--- src/hw/rtl/smi_pkg.sv ---
// Shared constants, types and helpers for the servo motion interpolator.
`timescale 1ns / 1ps

package smi_pkg;

    // Joint and pulse geometry
    localparam int ALL_JOINTS = 6;
    localparam int JOINTS     = 6;
    localparam int PULSE_LOW  = 102;
    localparam int PULSE_HIGH = 512;
    localparam int SPAN       = PULSE_HIGH - PULSE_LOW;
    localparam int MAX_DEG    = 180;
    localparam int HOME_DEG   = 90;
    localparam int HOME_PULSE = PULSE_LOW + SPAN * HOME_DEG / MAX_DEG;

    // Field widths
    localparam int CMD_W   = 3;
    localparam int JOINT_W = 3;
    localparam int DEG_W   = 10;
    localparam int PULSE_W = 10;
    localparam int STEP_W  = 8;
    localparam int ANGLE_W = 8;
    localparam int CFG_IDX_W  = 2;
    localparam int CFG_DATA_W = 8;

    // Serial multiply-divide operand widths
    localparam int MD_A_W = PULSE_W;
    localparam int MD_B_W = STEP_W;
    localparam int MD_C_W = PULSE_W;
    localparam int MD_P_W = MD_A_W + MD_B_W;
    localparam int MD_CNT_W = $clog2(MD_P_W);

    // Command codes
    localparam logic [CMD_W-1:0] CMD_TICK = 3'd0;
    localparam logic [CMD_W-1:0] CMD_SET  = 3'd1;
    localparam logic [CMD_W-1:0] CMD_UP   = 3'd2;
    localparam logic [CMD_W-1:0] CMD_DOWN = 3'd3;
    localparam logic [CMD_W-1:0] CMD_HOME = 3'd4;

    // Configuration register indexes
    localparam logic [CFG_IDX_W-1:0] REG_SET_STEPS  = 2'd0;
    localparam logic [CFG_IDX_W-1:0] REG_HOME_STEPS = 2'd1;
    localparam logic [CFG_IDX_W-1:0] REG_JOG_DEG    = 2'd2;

    typedef logic [PULSE_W-1:0] pulse_t;

    // Request to the serial unit: q = (a * b) / c
    typedef struct packed {
        logic              go;
        logic [MD_A_W-1:0] a;
        logic [MD_B_W-1:0] b;
        logic [MD_C_W-1:0] c;
    } smi_md_req_t;

    typedef struct packed {
        logic              done;
        logic [MD_P_W-1:0] q;
    } smi_md_rsp_t;

    // Clamp a signed angle to 0..MAX_DEG
    function automatic logic [ANGLE_W-1:0] clamp_deg(input logic signed [DEG_W-1:0] d);
        logic [ANGLE_W-1:0] r;
        if (d[DEG_W-1])
            r = '0;
        else if (d > DEG_W'(MAX_DEG))
            r = ANGLE_W'(MAX_DEG);
        else
            r = d[ANGLE_W-1:0];
        return r;
    endfunction

endpackage

--- src/hw/rtl/smi_cmd_if.sv ---
// Command channel: valid/ready with command, joint and angle payload.
`timescale 1ns / 1ps

interface smi_cmd_if;
    import smi_pkg::*;

    logic                     valid;
    logic                     ready;
    logic [CMD_W-1:0]         cmd;
    logic [JOINT_W-1:0]       joint;
    logic signed [DEG_W-1:0]  degrees;

    modport source (output valid, cmd, joint, degrees, input ready);
    modport sink   (input valid, cmd, joint, degrees, output ready);
endinterface

--- src/hw/rtl/smi_frame_if.sv ---
// Frame channel: valid/ready with six joint pulses and the final flag.
`timescale 1ns / 1ps

interface smi_frame_if;
    import smi_pkg::*;

    logic               valid;
    logic               ready;
    logic [PULSE_W-1:0] pulse_shoulder;
    logic [PULSE_W-1:0] pulse_elbow;
    logic [PULSE_W-1:0] pulse_wrist_pitch;
    logic [PULSE_W-1:0] pulse_wrist_roll;
    logic [PULSE_W-1:0] pulse_grabber;
    logic [PULSE_W-1:0] pulse_base;
    logic               final_frame;

    modport source (output valid, pulse_shoulder, pulse_elbow, pulse_wrist_pitch,
                    pulse_wrist_roll, pulse_grabber, pulse_base, final_frame,
                    input ready);
    modport sink   (input valid, pulse_shoulder, pulse_elbow, pulse_wrist_pitch,
                    pulse_wrist_roll, pulse_grabber, pulse_base, final_frame,
                    output ready);
endinterface

--- src/hw/rtl/smi_muldiv.sv ---
// Bit-serial unit computing (a * b) / c: shift-add multiply, then restoring divide.
`timescale 1ns / 1ps

module smi_muldiv (
    input  logic                 clk,
    input  logic                 rst_n,
    input  smi_pkg::smi_md_req_t req,
    output smi_pkg::smi_md_rsp_t rsp
);
    import smi_pkg::*;

    localparam logic [1:0] PH_IDLE = 2'd0;
    localparam logic [1:0] PH_MUL  = 2'd1;
    localparam logic [1:0] PH_DIV  = 2'd2;

    logic [1:0]          phase_reg, phase_next;
    logic [MD_CNT_W-1:0] cnt_reg, cnt_next;
    logic                done_reg, done_next;
    logic [MD_P_W-1:0]   acc_reg, acc_next;
    logic [MD_P_W-1:0]   mcand_reg, mcand_next;
    logic [MD_B_W-1:0]   mplier_reg, mplier_next;
    logic [MD_C_W-1:0]   div_reg, div_next;
    logic [MD_C_W-1:0]   rem_reg, rem_next;

    logic [MD_C_W:0]     trial;
    logic                ge;

    // One divide step: shift in the next dividend bit, subtract if it fits
    assign trial = {rem_reg, acc_reg[MD_P_W-1]};
    assign ge    = (trial >= {1'b0, div_reg});

    always_comb
    begin
        phase_next  = phase_reg;
        cnt_next    = cnt_reg;
        done_next   = 1'b0;
        acc_next    = acc_reg;
        mcand_next  = mcand_reg;
        mplier_next = mplier_reg;
        div_next    = div_reg;
        rem_next    = rem_reg;
        unique case (phase_reg)
            PH_IDLE:
            begin
                if (req.go)
                begin
                    acc_next    = '0;
                    mcand_next  = MD_P_W'(req.a);
                    mplier_next = req.b;
                    div_next    = req.c;
                    cnt_next    = MD_CNT_W'(MD_B_W - 1);
                    phase_next  = PH_MUL;
                end
            end
            PH_MUL:
            begin
                // one multiplier bit per cycle
                if (mplier_reg[0])
                    acc_next = acc_reg + mcand_reg;
                mcand_next  = {mcand_reg[MD_P_W-2:0], 1'b0};
                mplier_next = {1'b0, mplier_reg[MD_B_W-1:1]};
                if (cnt_reg == '0)
                begin
                    cnt_next   = MD_CNT_W'(MD_P_W - 1);
                    rem_next   = '0;
                    phase_next = PH_DIV;
                end
                else
                    cnt_next = cnt_reg - 1'b1;
            end
            PH_DIV:
            begin
                // one quotient bit per cycle, shifted into the dividend register
                rem_next = ge ? MD_C_W'(trial - {1'b0, div_reg}) : trial[MD_C_W-1:0];
                acc_next = {acc_reg[MD_P_W-2:0], ge};
                if (cnt_reg == '0)
                begin
                    done_next  = 1'b1;
                    phase_next = PH_IDLE;
                end
                else
                    cnt_next = cnt_reg - 1'b1;
            end
            default:
                phase_next = PH_IDLE;
        endcase
    end

    always_ff @(posedge clk or negedge rst_n)
    begin
        if (!rst_n)
        begin
            phase_reg <= PH_IDLE;
            cnt_reg   <= '0;
            done_reg  <= 1'b0;
        end
        else
        begin
            phase_reg <= phase_next;
            cnt_reg   <= cnt_next;
            done_reg  <= done_next;
        end
    end

    // Datapath shift registers
    always_ff @(posedge clk)
    begin
        acc_reg    <= acc_next;
        mcand_reg  <= mcand_next;
        mplier_reg <= mplier_next;
        div_reg    <= div_next;
        rem_reg    <= rem_next;
    end

    assign rsp.done = done_reg;
    assign rsp.q    = acc_reg;

endmodule

--- src/hw/rtl/servo_motion_interpolator.sv ---
// Servo motion interpolator top level: command sequencer, joint state and frame output.
// Usage:
//   command channel (sink): cmd, joint, degrees. Set, jog up, jog down and home
//   are taken only while no move runs; otherwise they are dropped. A frame tick
//   during a move produces one beat on the frame channel; a tick while idle
//   produces nothing.
//   frame channel (source): six joint pulse widths in ticks and final_frame,
//   set on the frame that completes the move.
//   Config port: cfg_we/cfg_index/cfg_data write set_steps (0), home_steps (1)
//   and jog_degrees (2). Write only while idle.
// Sequencing: one command is processed at a time by a shared bit-serial
//   multiply-divide unit; each operation loads its operands, then takes one
//   multiplier bit per step and then one quotient bit per step. Home uses no
//   operation, set one, jog two, and a frame tick six before its beat is offered.
// Reset: all joints load the 90 degree pulse (307), no move runs, the
//   registers return to 20, 75 and 5. No home move is made.
// Stall: a finished beat waits in the output register while the next command
//   is taken; a following tick completes its work and then holds until the
//   frame channel takes the waiting beat.
`timescale 1ns / 1ps

module servo_motion_interpolator (
    input  logic                             clk,
    input  logic                             rst_n,
    smi_cmd_if.sink                          command,
    smi_frame_if.source                      frame,
    input  logic                             cfg_we,
    input  logic [smi_pkg::CFG_IDX_W-1:0]    cfg_index,
    input  logic [smi_pkg::CFG_DATA_W-1:0]   cfg_data
);
    import smi_pkg::*;

    localparam logic [2:0] S_IDLE   = 3'd0;
    localparam logic [2:0] S_P2A    = 3'd1;
    localparam logic [2:0] S_A2P    = 3'd2;
    localparam logic [2:0] S_LAUNCH = 3'd3;
    localparam logic [2:0] S_INTERP = 3'd4;
    localparam logic [2:0] S_OUT    = 3'd5;

    logic [2:0]          state_reg, state_next;
    logic [STEP_W-1:0]   set_steps_reg, set_steps_next;
    logic [STEP_W-1:0]   home_steps_reg, home_steps_next;
    logic [ANGLE_W-1:0]  jog_deg_reg, jog_deg_next;
    pulse_t              present_reg [ALL_JOINTS];
    pulse_t              present_next [ALL_JOINTS];
    pulse_t              start_reg [ALL_JOINTS];
    pulse_t              start_next [ALL_JOINTS];
    pulse_t              goal_reg [ALL_JOINTS];
    pulse_t              goal_next [ALL_JOINTS];
    pulse_t              res_reg [ALL_JOINTS];
    pulse_t              res_next [ALL_JOINTS];
    pulse_t              pulse_reg [ALL_JOINTS];
    pulse_t              pulse_next [ALL_JOINTS];
    logic                final_reg, final_next;
    logic                out_valid_reg, out_valid_next;
    logic [STEP_W-1:0]   idx_reg, idx_next;
    logic [STEP_W-1:0]   total_reg, total_next;
    logic                moving_reg, moving_next;
    logic                last_reg, last_next;
    logic [JOINT_W-1:0]  jidx_reg, jidx_next;
    logic [JOINT_W-1:0]  sel_reg, sel_next;
    logic                jog_dn_reg, jog_dn_next;

    smi_md_req_t         md_req;
    smi_md_rsp_t         md_rsp;

    logic                cmd_accept;
    logic [STEP_W-1:0]   idx_inc;
    logic signed [PULSE_W:0] diff;
    logic [PULSE_W-1:0]  mag;
    logic signed [DEG_W-1:0] now_deg;
    logic signed [DEG_W-1:0] jog_target;
    logic [MD_C_W-1:0]   span_div;
    logic [MD_A_W-1:0]   span_a;

    smi_muldiv u_muldiv (
        .clk   (clk),
        .rst_n (rst_n),
        .req   (md_req),
        .rsp   (md_rsp)
    );

    assign command.ready = (state_reg == S_IDLE);
    assign cmd_accept    = command.valid && command.ready;
    assign idx_inc       = idx_reg + STEP_W'(1);

    // Signed distance of the current joint's move and its magnitude
    assign diff = $signed({1'b0, goal_reg[jidx_reg]}) - $signed({1'b0, start_reg[jidx_reg]});
    assign mag  = diff[PULSE_W] ? PULSE_W'(-diff) : diff[PULSE_W-1:0];

    // Jog target from the back-converted angle
    assign now_deg    = $signed({2'b00, md_rsp.q[ANGLE_W-1:0]});
    assign jog_target = jog_dn_reg ? now_deg - $signed({2'b00, jog_deg_reg})
                                   : now_deg + $signed({2'b00, jog_deg_reg});

    // A zero span divides by one with a zero operand, giving angle zero
    assign span_div = (SPAN == 0) ? MD_C_W'(1) : MD_C_W'(SPAN);
    assign span_a   = MD_A_W'(SPAN);

    always_comb
    begin
        state_next      = state_reg;
        set_steps_next  = set_steps_reg;
        home_steps_next = home_steps_reg;
        jog_deg_next    = jog_deg_reg;
        present_next    = present_reg;
        start_next      = start_reg;
        goal_next       = goal_reg;
        res_next        = res_reg;
        pulse_next      = pulse_reg;
        final_next      = final_reg;
        idx_next        = idx_reg;
        total_next      = total_reg;
        moving_next     = moving_reg;
        last_next       = last_reg;
        jidx_next       = jidx_reg;
        sel_next        = sel_reg;
        jog_dn_next     = jog_dn_reg;
        md_req          = '0;
        out_valid_next  = out_valid_reg && !frame.ready;

        // Configuration writes
        if (cfg_we)
        begin
            unique case (cfg_index)
                REG_SET_STEPS:  set_steps_next  = cfg_data;
                REG_HOME_STEPS: home_steps_next = cfg_data;
                REG_JOG_DEG:    jog_deg_next    = cfg_data;
                default: ;
            endcase
        end

        unique case (state_reg)
            S_IDLE:
            begin
                if (cmd_accept)
                begin
                    priority if (command.cmd == CMD_TICK)
                    begin
                        if (moving_reg)
                        begin
                            idx_next   = idx_inc;
                            last_next  = (idx_inc >= total_reg);
                            jidx_next  = '0;
                            state_next = S_LAUNCH;
                        end
                    end
                    else if (moving_reg)
                    begin
                        // commands during a move are dropped
                    end
                    else if (command.cmd == CMD_HOME)
                    begin
                        for (int j = 0; j < JOINTS; j++)
                            goal_next[j] = PULSE_W'(HOME_PULSE);
                        start_next  = present_reg;
                        total_next  = (home_steps_reg == '0) ? STEP_W'(1) : home_steps_reg;
                        idx_next    = '0;
                        moving_next = 1'b1;
                    end
                    else if ((command.cmd == CMD_SET || command.cmd == CMD_UP ||
                              command.cmd == CMD_DOWN) && command.joint < JOINT_W'(JOINTS))
                    begin
                        sel_next    = command.joint;
                        jog_dn_next = (command.cmd == CMD_DOWN);
                        md_req.go   = 1'b1;
                        if (command.cmd == CMD_SET)
                        begin
                            // angle to pulse
                            md_req.a   = span_a;
                            md_req.b   = clamp_deg(command.degrees);
                            md_req.c   = MD_C_W'(MAX_DEG);
                            state_next = S_A2P;
                        end
                        else
                        begin
                            // pulse back to angle
                            md_req.a   = (SPAN == 0) ? '0 :
                                         MD_A_W'(present_reg[command.joint] -
                                                 PULSE_W'(PULSE_LOW));
                            md_req.b   = MD_B_W'(MAX_DEG);
                            md_req.c   = span_div;
                            state_next = S_P2A;
                        end
                    end
                    else
                    begin
                        // unknown command or joint out of range
                    end
                end
            end
            S_P2A:
            begin
                if (md_rsp.done)
                begin
                    md_req.go  = 1'b1;
                    md_req.a   = span_a;
                    md_req.b   = clamp_deg(jog_target);
                    md_req.c   = MD_C_W'(MAX_DEG);
                    state_next = S_A2P;
                end
            end
            S_A2P:
            begin
                if (md_rsp.done)
                begin
                    goal_next          = present_reg;
                    goal_next[sel_reg] = PULSE_W'(PULSE_LOW) + md_rsp.q[PULSE_W-1:0];
                    start_next         = present_reg;
                    total_next         = (set_steps_reg == '0) ? STEP_W'(1) : set_steps_reg;
                    idx_next           = '0;
                    moving_next        = 1'b1;
                    state_next         = S_IDLE;
                end
            end
            S_LAUNCH:
            begin
                // |goal - start| * frame / frames for the current joint
                md_req.go  = 1'b1;
                md_req.a   = mag;
                md_req.b   = idx_reg;
                md_req.c   = MD_C_W'(total_reg);
                state_next = S_INTERP;
            end
            S_INTERP:
            begin
                if (md_rsp.done)
                begin
                    res_next[jidx_reg] = diff[PULSE_W]
                        ? start_reg[jidx_reg] - md_rsp.q[PULSE_W-1:0]
                        : start_reg[jidx_reg] + md_rsp.q[PULSE_W-1:0];
                    if (jidx_reg == JOINT_W'(JOINTS - 1))
                        state_next = S_OUT;
                    else
                    begin
                        jidx_next  = jidx_reg + 1'b1;
                        state_next = S_LAUNCH;
                    end
                end
            end
            S_OUT:
            begin
                // load the output register once the previous beat is gone
                if (!out_valid_reg || frame.ready)
                begin
                    for (int j = 0; j < ALL_JOINTS; j++)
                        pulse_next[j] = (j < JOINTS) ? res_reg[j] : '0;
                    final_next     = last_reg;
                    out_valid_next = 1'b1;
                    if (last_reg)
                    begin
                        present_next = goal_reg;
                        moving_next  = 1'b0;
                    end
                    state_next = S_IDLE;
                end
            end
            default:
                state_next = S_IDLE;
        endcase
    end

    // Control and joint state
    always_ff @(posedge clk or negedge rst_n)
    begin
        if (!rst_n)
        begin
            state_reg      <= S_IDLE;
            set_steps_reg  <= STEP_W'(20);
            home_steps_reg <= STEP_W'(75);
            jog_deg_reg    <= ANGLE_W'(5);
            for (int j = 0; j < ALL_JOINTS; j++)
            begin
                present_reg[j] <= PULSE_W'(HOME_PULSE);
                start_reg[j]   <= PULSE_W'(HOME_PULSE);
                goal_reg[j]    <= PULSE_W'(HOME_PULSE);
            end
            out_valid_reg  <= 1'b0;
            idx_reg        <= '0;
            total_reg      <= '0;
            moving_reg     <= 1'b0;
            last_reg       <= 1'b0;
            jidx_reg       <= '0;
            sel_reg        <= '0;
            jog_dn_reg     <= 1'b0;
        end
        else
        begin
            state_reg      <= state_next;
            set_steps_reg  <= set_steps_next;
            home_steps_reg <= home_steps_next;
            jog_deg_reg    <= jog_deg_next;
            present_reg    <= present_next;
            start_reg      <= start_next;
            goal_reg       <= goal_next;
            out_valid_reg  <= out_valid_next;
            idx_reg        <= idx_next;
            total_reg      <= total_next;
            moving_reg     <= moving_next;
            last_reg       <= last_next;
            jidx_reg       <= jidx_next;
            sel_reg        <= sel_next;
            jog_dn_reg     <= jog_dn_next;
        end
    end

    // Result and output payload registers
    always_ff @(posedge clk)
    begin
        res_reg   <= res_next;
        pulse_reg <= pulse_next;
        final_reg <= final_next;
    end

    assign frame.valid             = out_valid_reg;
    assign frame.pulse_shoulder    = pulse_reg[0];
    assign frame.pulse_elbow       = pulse_reg[1];
    assign frame.pulse_wrist_pitch = pulse_reg[2];
    assign frame.pulse_wrist_roll  = pulse_reg[3];
    assign frame.pulse_grabber     = pulse_reg[4];
    assign frame.pulse_base        = pulse_reg[5];
    assign frame.final_frame       = final_reg;

endmodule

--- src/flat_wrapper.sv ---
// flat-port wrapper written by rule: the top's interface ports become plain ports
module servo_motion_interpolator_flat import smi_pkg::*;
  (clk, rst_n, cfg_we, cfg_index, cfg_data, command_valid, command_cmd, command_joint, command_degrees, command_ready, frame_valid, frame_pulse_shoulder, frame_pulse_elbow, frame_pulse_wrist_pitch, frame_pulse_wrist_roll, frame_pulse_grabber, frame_pulse_base, frame_final_frame, frame_ready);
  smi_cmd_if command_i ();
  smi_frame_if frame_i ();
  input  logic clk;
  input  logic rst_n;
  input  logic cfg_we;
  input  logic [smi_pkg::CFG_IDX_W-1:0] cfg_index;
  input  logic [smi_pkg::CFG_DATA_W-1:0] cfg_data;
  input wire logic [$bits(command_i.valid)-1:0] command_valid;
  input wire logic [$bits(command_i.cmd)-1:0] command_cmd;
  input wire logic [$bits(command_i.joint)-1:0] command_joint;
  input wire logic [$bits(command_i.degrees)-1:0] command_degrees;
  output wire logic [$bits(command_i.ready)-1:0] command_ready;
  output wire logic [$bits(frame_i.valid)-1:0] frame_valid;
  output wire logic [$bits(frame_i.pulse_shoulder)-1:0] frame_pulse_shoulder;
  output wire logic [$bits(frame_i.pulse_elbow)-1:0] frame_pulse_elbow;
  output wire logic [$bits(frame_i.pulse_wrist_pitch)-1:0] frame_pulse_wrist_pitch;
  output wire logic [$bits(frame_i.pulse_wrist_roll)-1:0] frame_pulse_wrist_roll;
  output wire logic [$bits(frame_i.pulse_grabber)-1:0] frame_pulse_grabber;
  output wire logic [$bits(frame_i.pulse_base)-1:0] frame_pulse_base;
  output wire logic [$bits(frame_i.final_frame)-1:0] frame_final_frame;
  input wire logic [$bits(frame_i.ready)-1:0] frame_ready;
  assign command_i.valid = command_valid;
  assign command_i.cmd = command_cmd;
  assign command_i.joint = command_joint;
  assign command_i.degrees = command_degrees;
  assign command_ready = command_i.ready;
  assign frame_valid = frame_i.valid;
  assign frame_pulse_shoulder = frame_i.pulse_shoulder;
  assign frame_pulse_elbow = frame_i.pulse_elbow;
  assign frame_pulse_wrist_pitch = frame_i.pulse_wrist_pitch;
  assign frame_pulse_wrist_roll = frame_i.pulse_wrist_roll;
  assign frame_pulse_grabber = frame_i.pulse_grabber;
  assign frame_pulse_base = frame_i.pulse_base;
  assign frame_final_frame = frame_i.final_frame;
  assign frame_i.ready = frame_ready;
  servo_motion_interpolator u_core (.clk(clk), .rst_n(rst_n), .command(command_i), .frame(frame_i), .cfg_we(cfg_we), .cfg_index(cfg_index), .cfg_data(cfg_data));
endmodule
--- config.mk ---
export PLATFORM = sky130hd
export DESIGN_NAME = servo_motion_interpolator_flat
export DESIGN_NICKNAME = d
export VERILOG_FILES = /design/src/hw/rtl/smi_pkg.sv /design/src/hw/rtl/smi_cmd_if.sv /design/src/hw/rtl/smi_frame_if.sv /design/src/hw/rtl/smi_muldiv.sv /design/src/hw/rtl/servo_motion_interpolator.sv /design/src/flat_wrapper.sv
export SDC_FILE = /design/constraint.sdc
export NUM_CORES = 1
export LEC_CHECK = 0
export BUFFER_PORTS_ARGS = -buffer_cell sky130_fd_sc_hd__buf_2
export CAP_MARGIN = 40
export CORE_ASPECT_RATIO = 1.5
export CORE_MARGIN = 8
export CORE_UTILIZATION = 30
export DETAILED_ROUTE_END_ITERATION = 8
export SLEW_MARGIN = 20
export SYNTH_ARGS = -nofsm -noshare
export SYNTH_HDL_FRONTEND = slang
export SYNTH_SLANG_ARGS = --single-unit
export TNS_END_PERCENT = 1
--- constraint.sdc ---
create_clock -name clk -period 13.2 [get_ports clk]
set_clock_uncertainty 0.2 [all_clocks]
set_input_delay 0.66 -clock clk [delete_from_list [all_inputs] [get_ports clk]]
set_output_delay 0.66 -clock clk [all_outputs]
set_load 0.01 [all_outputs]
# After elaboration in Yosys (flattened, before gate mapping)

Cells that the tools add are included.

Bits in registers: 426
Input bits: 31
Output and inout port bits: 63
Logic and storage cells: 264

Add/sub/neg operators: 13
$lt $le $gt $ge: 10
Equal/unequal tests: 36
Mux-type cells: 106
Bitwise gates (word level): 6
Reductions and logical operators: 42

Operator list:

| cell                                                                              | count |
|---|---|
| 60-bit two-way mux                                                                | 10 |
| 60-bit one-hot mux with 2 select lines                                            | 2 |
| 29-bit two-way mux                                                                | 6 |
| 8-bit two-way mux                                                                 | 18 |
| 10-bit two-way mux                                                                | 13 |
| 60-bit bitwise mux                                                                | 2 |
| 10-bit binary-select mux with 3-bit select                                        | 3 |
| 29-bit one-hot mux with 3 select lines                                            | 1 |
| 10-bit demux with 3-bit select                                                    | 2 |
| 18-bit two-way mux                                                                | 3 |
| 18-bit one-hot mux with 3 select lines                                            | 1 |
| 3-bit two-way mux                                                                 | 16 |
| 8-bit one-hot mux with 2 select lines                                             | 3 |
| 18-bit one-hot mux with 2 select lines                                            | 1 |
| 6-bit AND reduction                                                               | 5 |
| 28-bit two-way mux                                                                | 1 |
| 2-bit inequality test (second input constant)                                     | 14 |
| 10-bit by 9-bit greater-than comparator with 1-bit output (second input constant) | 2 |
| 10-bit one-hot mux with 2 select lines                                            | 1 |
| 10-bit subtractor                                                                 | 2 |
| 18-bit adder                                                                      | 1 |
| 3-bit one-hot mux with 6 select lines                                             | 1 |
| 8-bit zero test                                                                   | 2 |
| 2-bit AND reduction                                                               | 8 |
| other kinds (42)                                                                  | 95 |

# Longest topological paths before layout

Gate-level depths: netlist of run 1.

Depth after elaboration: 14
Gate-level depth with buffers: 26
Depth with buffers taken out: 23

# Cells and area by module

A second synthesis of run 1 with hierarchy kept.

Cells, all modules: 2055
Area total of the unflattened synthesis: 22147.5 sq um

By module, submodules not included:

| module                    | times used | cells each | area each (sq um) |
|---|---|---|---|
| servo_motion_interpolator | 1          | 1638       | 17644.4 |
| smi_muldiv                | 1          | 417        | 4503.1 |

# Worst setup path after synthesis of run 1

Ideal clock, no wire load.

Path type: reg2reg
Start: register u_core.jidx_reg[0]
End: register u_core.res_reg[19] (netlist bit), data pin
Library setup time: 0.282 ns
Data arrival time: 4.941 ns
Data required time: 12.718 ns
Slack: 7.776 ns
Cell stages (with the launch flop): 25
Cells stage by stage: dfrtp_1 clkbuf_1 and3b_1 clkbuf_1 a22o_1 a221o_1 a221oi_1 ha_1 inv_1 fa_1 a21o_1 a22oi_1 a21oi_1 a31o_2 clkbuf_1 o21ai_0 inv_1 ha_1 nor2b_1 o21a_1 o31ai_1 a21oi_1 a21o_1 a21oi_1 xnor2_1

Word-level cells in the longest chain between the ends: 7
Elaborated cells on any way between the ends: 17
Those cells by class: 3 x add/sub; 2 x order compare; 10 x mux; 1 x bitwise; 1 x reduce/logical

RTL lines:

| item                                                          | line                                                                                                | text |
|---|---|---|
| start: declaration                                            | servo_motion_interpolator.sv:60                                                                     | `logic [JOINT_W-1:0] jidx_reg, jidx_next;` |
| start signal: assignment                                      | servo_motion_interpolator.sv:301                                                                    | `jidx_reg <= jidx_next;` |
| 3-bit NOT with 4-bit output (*)                               | servo_motion_interpolator.sv:88, servo_motion_interpolator.sv:230, servo_motion_interpolator.sv:231 |  |
| 10-bit binary-select mux with 3-bit select (on tied branches) | servo_motion_interpolator.sv:88, servo_motion_interpolator.sv:230, servo_motion_interpolator.sv:231 |  |
| 10-bit two-way mux (on tied branches) (2 in a row)            | servo_motion_interpolator.sv:88, servo_motion_interpolator.sv:230, servo_motion_interpolator.sv:231 |  |
| 10-bit adder, or another cell as far along                    | servo_motion_interpolator.sv:231                                                                    | `: start_reg[jidx_reg] + md_rsp.q[PULSE_W-1:0];` |
| 10-bit two-way mux                                            | servo_motion_interpolator.sv:230                                                                    | `? start_reg[jidx_reg] - md_rsp.q[PULSE_W-1:0]` |
| 60-bit bitwise mux (*)                                        | servo_motion_interpolator.sv:229                                                                    | `res_next[jidx_reg] = diff[PULSE_W]` |
| end signal: assignment                                        | servo_motion_interpolator.sv:310                                                                    | `res_reg <= res_next;` |
| end: declaration                                              | servo_motion_interpolator.sv:50                                                                     | `pulse_t res_reg [ALL_JOINTS];` |

Mark *: on every way between the ends. The rest lies on a longest branch, timed or not. The select of a mux whose other input is x is not followed.
A chain may end at the register's enable or synchronous reset.

# Worst setup path after layout of run 1

Start: register u_core.jidx_reg[0]
End: register u_core.res_reg[9] (netlist bit), data pin

Same word-level chain as after synthesis.

==> results.py, run 1 <==
metrics = {
    "status": {
        "status": "finished clean",
    },
    "critical_path": {
        "cp_data_arrival_time_ps": 6070,
        "r2r_cells": 22,
        "r2r_start": "u_core.jidx_reg[0]",
        "end_kind": "register",
        "startpoint_type": "register",
        "crit_required_ps": 13320,
        "r2r_slack_ps": 7260,
        "path_max_fanout": 21,
        "r2r-end": "u_core.res_reg[9]",
        "crit_type": "register to register",
    },
    "global_routing": {
        "grt_pass1_wl_um": 96070,
        "antenna_found_initial": 4,
        "grt_overflow": 0,
        "grt_max_degree": 112,
        "grtUsageTotal": 0.1476,
        "grt_pass1_vias": 16560,
    },
    "die": {
        "ios": 94,
        "num_rows": 121,
        "start_util": 0.3015,
        "core_um2": 72220,
        "die_h_um": 345.9,
        "dieArea_um2": 81620,
        "chipWidth_um": 236.0,
    },
    "sta": {
        "worst_pin_slew_ps": 899.5,
        "slew_headroom": 0.4004,
        "fin_tns_setup_ps": 0,
        "setup_viol": 0,
        "hold_violations": 0,
        "min_period_ps": 5941,
        "max_freq_mhz": 168.3,
        "setup_ws_ps": 7259,
        "finalCritPeriodShare": 0.4501,
        "drv_slew": 0,
        "rsz0062_at_grt": "no",
    },
    "drt": {
        "routed_via_density": 5.246,
        "dr.pass1.iters": 6,
        "wl_per_cell_um": 20.18,
        "drc_errors": 0,
        "drtIter0Drc": 1176,
        "antenna_left": 0,
        "drt_wl_total_um": 62060,
        "vias": 16140,
    },
    "yosys": {
        "synth_edf_count": 184,
        "synth_top_area_share": 0.2538,
        "ys_top_cells_by_area": "edfxtp_1 (25%), dfrtp_1 (16%), dfstp_2 (12%), nand2_1 (5.6%), ha_1 (4.8%)",
        "ys_top_cells_by_count": "nand2_1 (325), edfxtp_1 (184), nor2_1 (168), dfrtp_1 (143), a21oi_1 (104)",
        "synth_cell_types": 83,
        "syn_avg_cell_area_um2": 10.68,
        "synthFlopType": "edfxtp_1",
        "synth_seq_cells": 425,
        "netlist_area_um2": 21770,
        "yosys_warnings": 0,
        "synth_area_leader_cell": "edfxtp_1",
        "ys_seq_area_frac": 0.5364,
        "syn_inst": 2039,
        "synthesis.nets": 2159,
        "synthArstFlopShare": 0.5671,
        "synth.most_common_cell": "nand2_1",
    },
    "placed_design": {
        "dp_slack_ps": 7254,
        "io_buffers": 93,
        "routabilityCongestion": 0.8872,
        "hpwl_um": 45270,
    },
    "clocking": {
        "post_cts.repair.setup_buffers": 0,
        "htreeDepth": 2,
        "cts_tree": "built",
        "cts.path.max_buffers": 3,
        "path_clk_slew_ps": 70,
        "clkLatencyLatePin_ps": 570,
        "clock-sinks": 425,
        "clockRootBuffer": "clkbuf_16",
        "cts_buffers": 41,
    },
    "pwr": {
        "power.leakage_nw": 9.620,
        "p_total_w": 0.002839,
        "vdd_drop_max_v": 0.00007620,
        "power_density_nw_per_um2": 113.4,
    },
    "finish": {
        "area_growth_pct": 15.04,
        "multi_input_area_um2": 9459,
        "seqCellArea_um2": 11680,
        "fillers": 7008,
        "layout-drive-gt1-share": 0.1997,
        "nets": 2241,
    },
    "flow_run": {
        "max-cap-violations": 0,
    },
    "worst_hold_path": {
        "hp-start": "cfg_data[1]",
        "hold_end": "u_core.jog_deg_reg[1]",
        "hold_path_class": "primary input to register",
        "hold_depth": 2,
    },
}
## through the flow
step / area (um2) / utilization / hold WS, ps / cells
after floorplan: 21770 / - / 164.4 / 2039
after global placement: 23310 / 0.3228 / 203.8 / 2985
after detailed placement: 23480 / 0.3251 / 204.5 / 2995
after CTS: 24970 / 0.3458 / 134.6 / 3071
after global routing: 25040 / 0.3468 / 167.9 / 3075
final: 25050 / 0.3468 / 162.4 / 3076
## cells by family (layout without fill, tap and decap cells)
family / Yosys count / after routing / synth area share
multiplexers: 123 / 123 / 0.06489
adder cells (fa/ha/maj): 89 / 89 / 0.05322
XOR/XNOR: 72 / 72 / 0.02897
flip-flops: 425 / 425 / 0.5364
AND/OR/NAND/NOR: 669 / 669 / 0.1357
other: 0 / 1 / 0
AO/OA/AOI/OAI: 476 / 476 / 0.1474
buffers and inverters: 185 / 299 / 0.03333
## layer usage
metal | wire [um] | up-vias | GRT usage | part of all wire
li1 | - | 7486 | - | -
met1 | 22340 | 8064 | 0.1539 | 0.36
met2 | 33340 | 423 | 0.2798 | 0.54
met3 | 2892 | 157 | 0.02290 | 0.047
met4 | 3450 | 6 | 0.08007 | 0.056
met5 | 41 | - | 0 | 0.00066
## layout by cell type, fill, tap and decap left out, types with 37 or more instances in the layout
master,count
a21oi_1,104
a22oi_1,53
buf_2,93
clkbuf_16,42
dfrtp_1,143
dfstp_2,98
edfxtp_1,184
ha_1,83
inv_1,86
mux2_2,85
nand2_1,325
nor2_1,166
o21ai_0,100
xnor2_1,37
## critical path: stages, from the launching register on
cell      delay (ps)
dfrtp_1          530
and3b_1          250
buf_4            220
a22o_1           260
a221o_1          260
a221oi_1         270
ha_1             230
inv_1             50
fa_1             400
a21o_1           230
a22oi_1          180
a21oi_1          160
a31o_2           380
o21ai_0          330
inv_1             90
ha_1             280
nor2b_1          140
o21a_1           180
o31ai_1          290
a21oi_1          170
a21o_1           200
a21oi_1          170
xnor2_1          240
## final cells by class
type	instances	share of cell area
Clock buffer	51	0.04451
Tap cell	922	0.04606
Antenna cell	1	0.00009991
Sequential cell	425	0.4663
Clock inverter	24	0.01469
Inverter	86	0.01289
Multi-Input combinational cell	1429	0.3777
Timing Repair Buffer	138	0.03777
## worst max path at each step
stage                                  start                 end  slack (ps)  cells after the start
after CTS                 u_core.jidx_reg[0]   u_core.res_reg[9]        7230                     22
after global placement    u_core.jidx_reg[0]  u_core.res_reg[19]        7430                     22
final                     u_core.jidx_reg[0]   u_core.res_reg[9]        7260                     22
after detailed placement  u_core.jidx_reg[0]  u_core.res_reg[59]        7250                     22
after floorplan           u_core.jidx_reg[0]  u_core.res_reg[19]        7780                     24
after global routing      u_core.jidx_reg[0]  u_core.res_reg[59]        6870                     22
## timing repair
action | 4_1_cts | 5_1_grt
gates resized for setup | 0 | 0
hold buffers | 1 | 0
hold endpoints to repair | 15 | 0
## where the power goes
group          internal, W  switching (W)  total (W)
logic            0.0000488      0.0000752   0.000124
clock network     0.000766       0.000543    0.00131
registers          0.00139      0.0000166    0.00141
total              0.00220       0.000635    0.00284
Note: power is estimated with default switching activity, not from simulation.
==> run 2, diff against run 1 <==
--- a/config.mk
+++ b/config.mk
@@ -5,6 +5,7 @@
 export SDC_FILE = /design/constraint.sdc
 export NUM_CORES = 1
 export LEC_CHECK = 0
+export ABC_AREA = 1
 export BUFFER_PORTS_ARGS = -buffer_cell sky130_fd_sc_hd__buf_2
 export CAP_MARGIN = 40
 export CORE_ASPECT_RATIO = 1.5
==> constraint.sdc (replaced) <==
create_clock -name clk -period 6 [get_ports clk]
set_clock_uncertainty 0.2 [all_clocks]
set_input_delay 0.3 -clock clk [delete_from_list [all_inputs] [get_ports clk]]
set_output_delay 0.3 -clock clk [all_outputs]
set_load 0.01 [all_outputs]
==> run 2 against run 1 <==
  * Die area rose by 1.7%
  * Synthesized cell count rose by 24%
  * Utilization rose by 0.13 points
  * Total power rose by 120%
  * Cell count rose by 19%
  * Critical path type unchanged
  * Largest cell class unchanged
==> results.py, run 2 <==
metrics = {
    "drt": {
        "drc_errors": 0,
        "drtIter0Drc": 1223,
        "drt_wl_total_um": 68250,
        "dr.pass1.iters": 7,
        "antenna_left": 0,
        "routed_via_density": 4.914,
        "wl_per_cell_um": 18.69,
        "vias": 17950,
    },
    "clocking": {
        "htreeDepth": 2,
        "path_clk_slew_ps": 60,
        "clkLatencyLatePin_ps": 590,
        "clock-sinks": 425,
        "clockRootBuffer": "clkbuf_16",
        "cts.path.max_buffers": 3,
        "cts_tree": "built",
        "cts_buffers": 42,
    },
    "yosys": {
        "syn_inst": 2523,
        "syn_avg_cell_area_um2": 8.787,
        "ys_seq_area_frac": 0.5268,
        "synth_edf_count": 184,
        "synthesis.nets": 2643,
        "synth_cell_types": 60,
        "synth_top_area_share": 0.2492,
        "synth.most_common_cell": "nand2_1",
        "ys_top_cells_by_count": "nand2_1 (639), inv_1 (315), o21ai_0 (262), edfxtp_1 (184), a21oi_1 (172)",
        "synth_area_leader_cell": "edfxtp_1",
        "synthArstFlopShare": 0.5671,
        "ys_top_cells_by_area": "edfxtp_1 (25%), dfrtp_1 (16%), dfstp_2 (12%), nand2_1 (11%), o21ai_0 (5.9%)",
        "synth_seq_cells": 425,
        "yosys_warnings": 0,
        "synthFlopType": "edfxtp_1",
        "netlist_area_um2": 22170,
    },
    "die": {
        "dieArea_um2": 83030,
        "die_h_um": 348.9,
        "ios": 94,
        "core_um2": 73420,
        "num_rows": 122,
        "start_util": 0.3019,
        "chipWidth_um": 238.0,
    },
    "sta": {
        "hold_ws_ps": 97.63,
        "fin_tns_setup_ps": 0,
        "slew_headroom": 0.3667,
        "max_freq_mhz": 182.2,
        "min_period_ps": 5490,
        "finalCritPeriodShare": 0.9150,
        "worst_pin_slew_ps": 949.9,
        "hold_violations": 0,
        "setup_viol": 0,
        "drv_slew": 0,
        "rsz0062_at_grt": "no",
    },
    "critical_path": {
        "crit_required_ps": 6140,
        "cp_data_arrival_time_ps": 5630,
        "end_kind": "register",
        "path_max_fanout": 15,
        "crit_type": "register to register",
        "startpoint_type": "register",
    },
    "global_routing": {
        "antenna_found_initial": 4,
        "grtUsageTotal": 0.1615,
        "grt_pass1_vias": 17830,
        "grt_pass1_wl_um": 105000,
        "grt_overflow": 0,
        "grt_max_degree": 158,
    },
    "finish": {
        "final_common_cell": "nand2_1",
        "layout-drive-gt1-share": 0.1294,
        "nets": 2745,
        "area_growth_pct": 15.30,
        "layout_common_cells": "nand2_1 (639), inv_1 (314), o21ai_0 (261)",
    },
    "placed_design": {
        "routabilityCongestion": 0.9201,
        "hpwl_um": 50570,
        "io_buffers": 93,
    },
    "status": {
        "status": "finished clean",
    },
    "pwr": {
        "vdd_drop_max_v": 0.0001798,
        "power.leakage_nw": 11.19,
        "power_density_nw_per_um2": 241.1,
    },
    "worst_hold_path": {
        "hold_path_class": "primary input to register",
    },
    "flow_run": {
        "max-cap-violations": 0,
    },
}
run 2: worst max-delay path, stage by stage (launching register included):
cell and delay (ps):
dfrtp_1 500, inv_1 150, nand2_1 90, buf_4 180, inv_1 240, a221oi_1 440, o221ai_2 220, fa_1 510
nand3_1 130, nand2_1 80, nand2_1 90, nand2_1 80, a21oi_2 120, buf_4 190, inv_1 210, nand2_1 140
xor2_1 180, ha_1 290, a21oi_1 220, o21ai_0 150, a21oi_1 220, inv_1 60, a21oi_1 120, o21ai_0 100
xor2_1 350
run 2: repair_timing:
action | CTS | global route
gates resized for setup | 0 | 5
endpoints found under the hold margin | 113 | 0
endpoints found under the setup margin | 0 | 18
setup buffers | 0 | 3
hold buffers | 17 | 0
run 2: path summary, 6_finish.rpt:
| kind | start | endpoint | slack, ps | cells past startpoint |
|---|---|---|---|---|
| max | u_core.jidx_reg[0] | u_core.res_reg[27] | 510 | 24 |
| min | command_cmd[2] | u_core.moving_reg | 100 | 5 |
| max reg2reg | u_core.jidx_reg[0] | u_core.res_reg[27] | 510 | 24 |
| min reg2reg | u_core.res_reg[31] | u_core.frame.pulse_wrist_pitch[1] | 210 | 0 |
| max in group asynchronous | rst_n | u_core.goal_reg[56] | 4060 | 3 |
| min in group asynchronous | rst_n | u_core.total_reg[2] | 130 | 2 |
run 2: cells by family after synthesis:
kind of cell	share of synthesized area
AOI/OAI and AO/OA	0.1528
muxes	0.002032
xor gates and xnor gates	0.01659
buffers and inverters	0.07501
adders and majority gates	0.05226
DFF	0.5268
and+or+nand+nor	0.1745
run 2: cell type report:
| type | instances | area (um2) |
|---|---|---|
| repair buffers | 149 | 1055 |
| fillers | 7515 | 47860 |
| clock buffers | 53 | 1102 |
| well taps | 992 | 1241 |
| diodes | 2 | 5.005 |
| inverters | 332 | 1254 |
| multi-input cells | 1675 | 8879 |
| flip-flops and latches | 425 | 11680 |
| clock inverters | 24 | 346.6 |
run 2: through the flow:
step / util / cells / instance area, um2 / total power [W] / worst slack [ps]
detailed placement: 0.3242 / 3549 / 23800 / 0.003387 / 261.7
global route: 0.3481 / 3651 / 25560 / 0.006361 / 13.54
finish: 0.3481 / 3652 / 25560 / 0.006164 / 510.1
CTS: 0.3463 / 3643 / 25420 / 0.006233 / 270.4
floorplan: - / 2523 / 22170 / 0.003270 / 1296
global placement: 0.3231 / 3543 / 23730 / 0.003384 / 432.1
run 2: layer usage:
metal  wire length, um  global-route usage
met1             26170              0.1783
met5                27                   0
met3              2795             0.01972
met4              3343             0.07781
met2             35910              0.3024
run 2: report_power, final:
part | internal [W] | switching (W)
sequential | 0.00305 | 0.0000288
combinational | 0.0000774 | 0.000178
clock | 0.00163 | 0.00120
total | 0.00475 | 0.00141
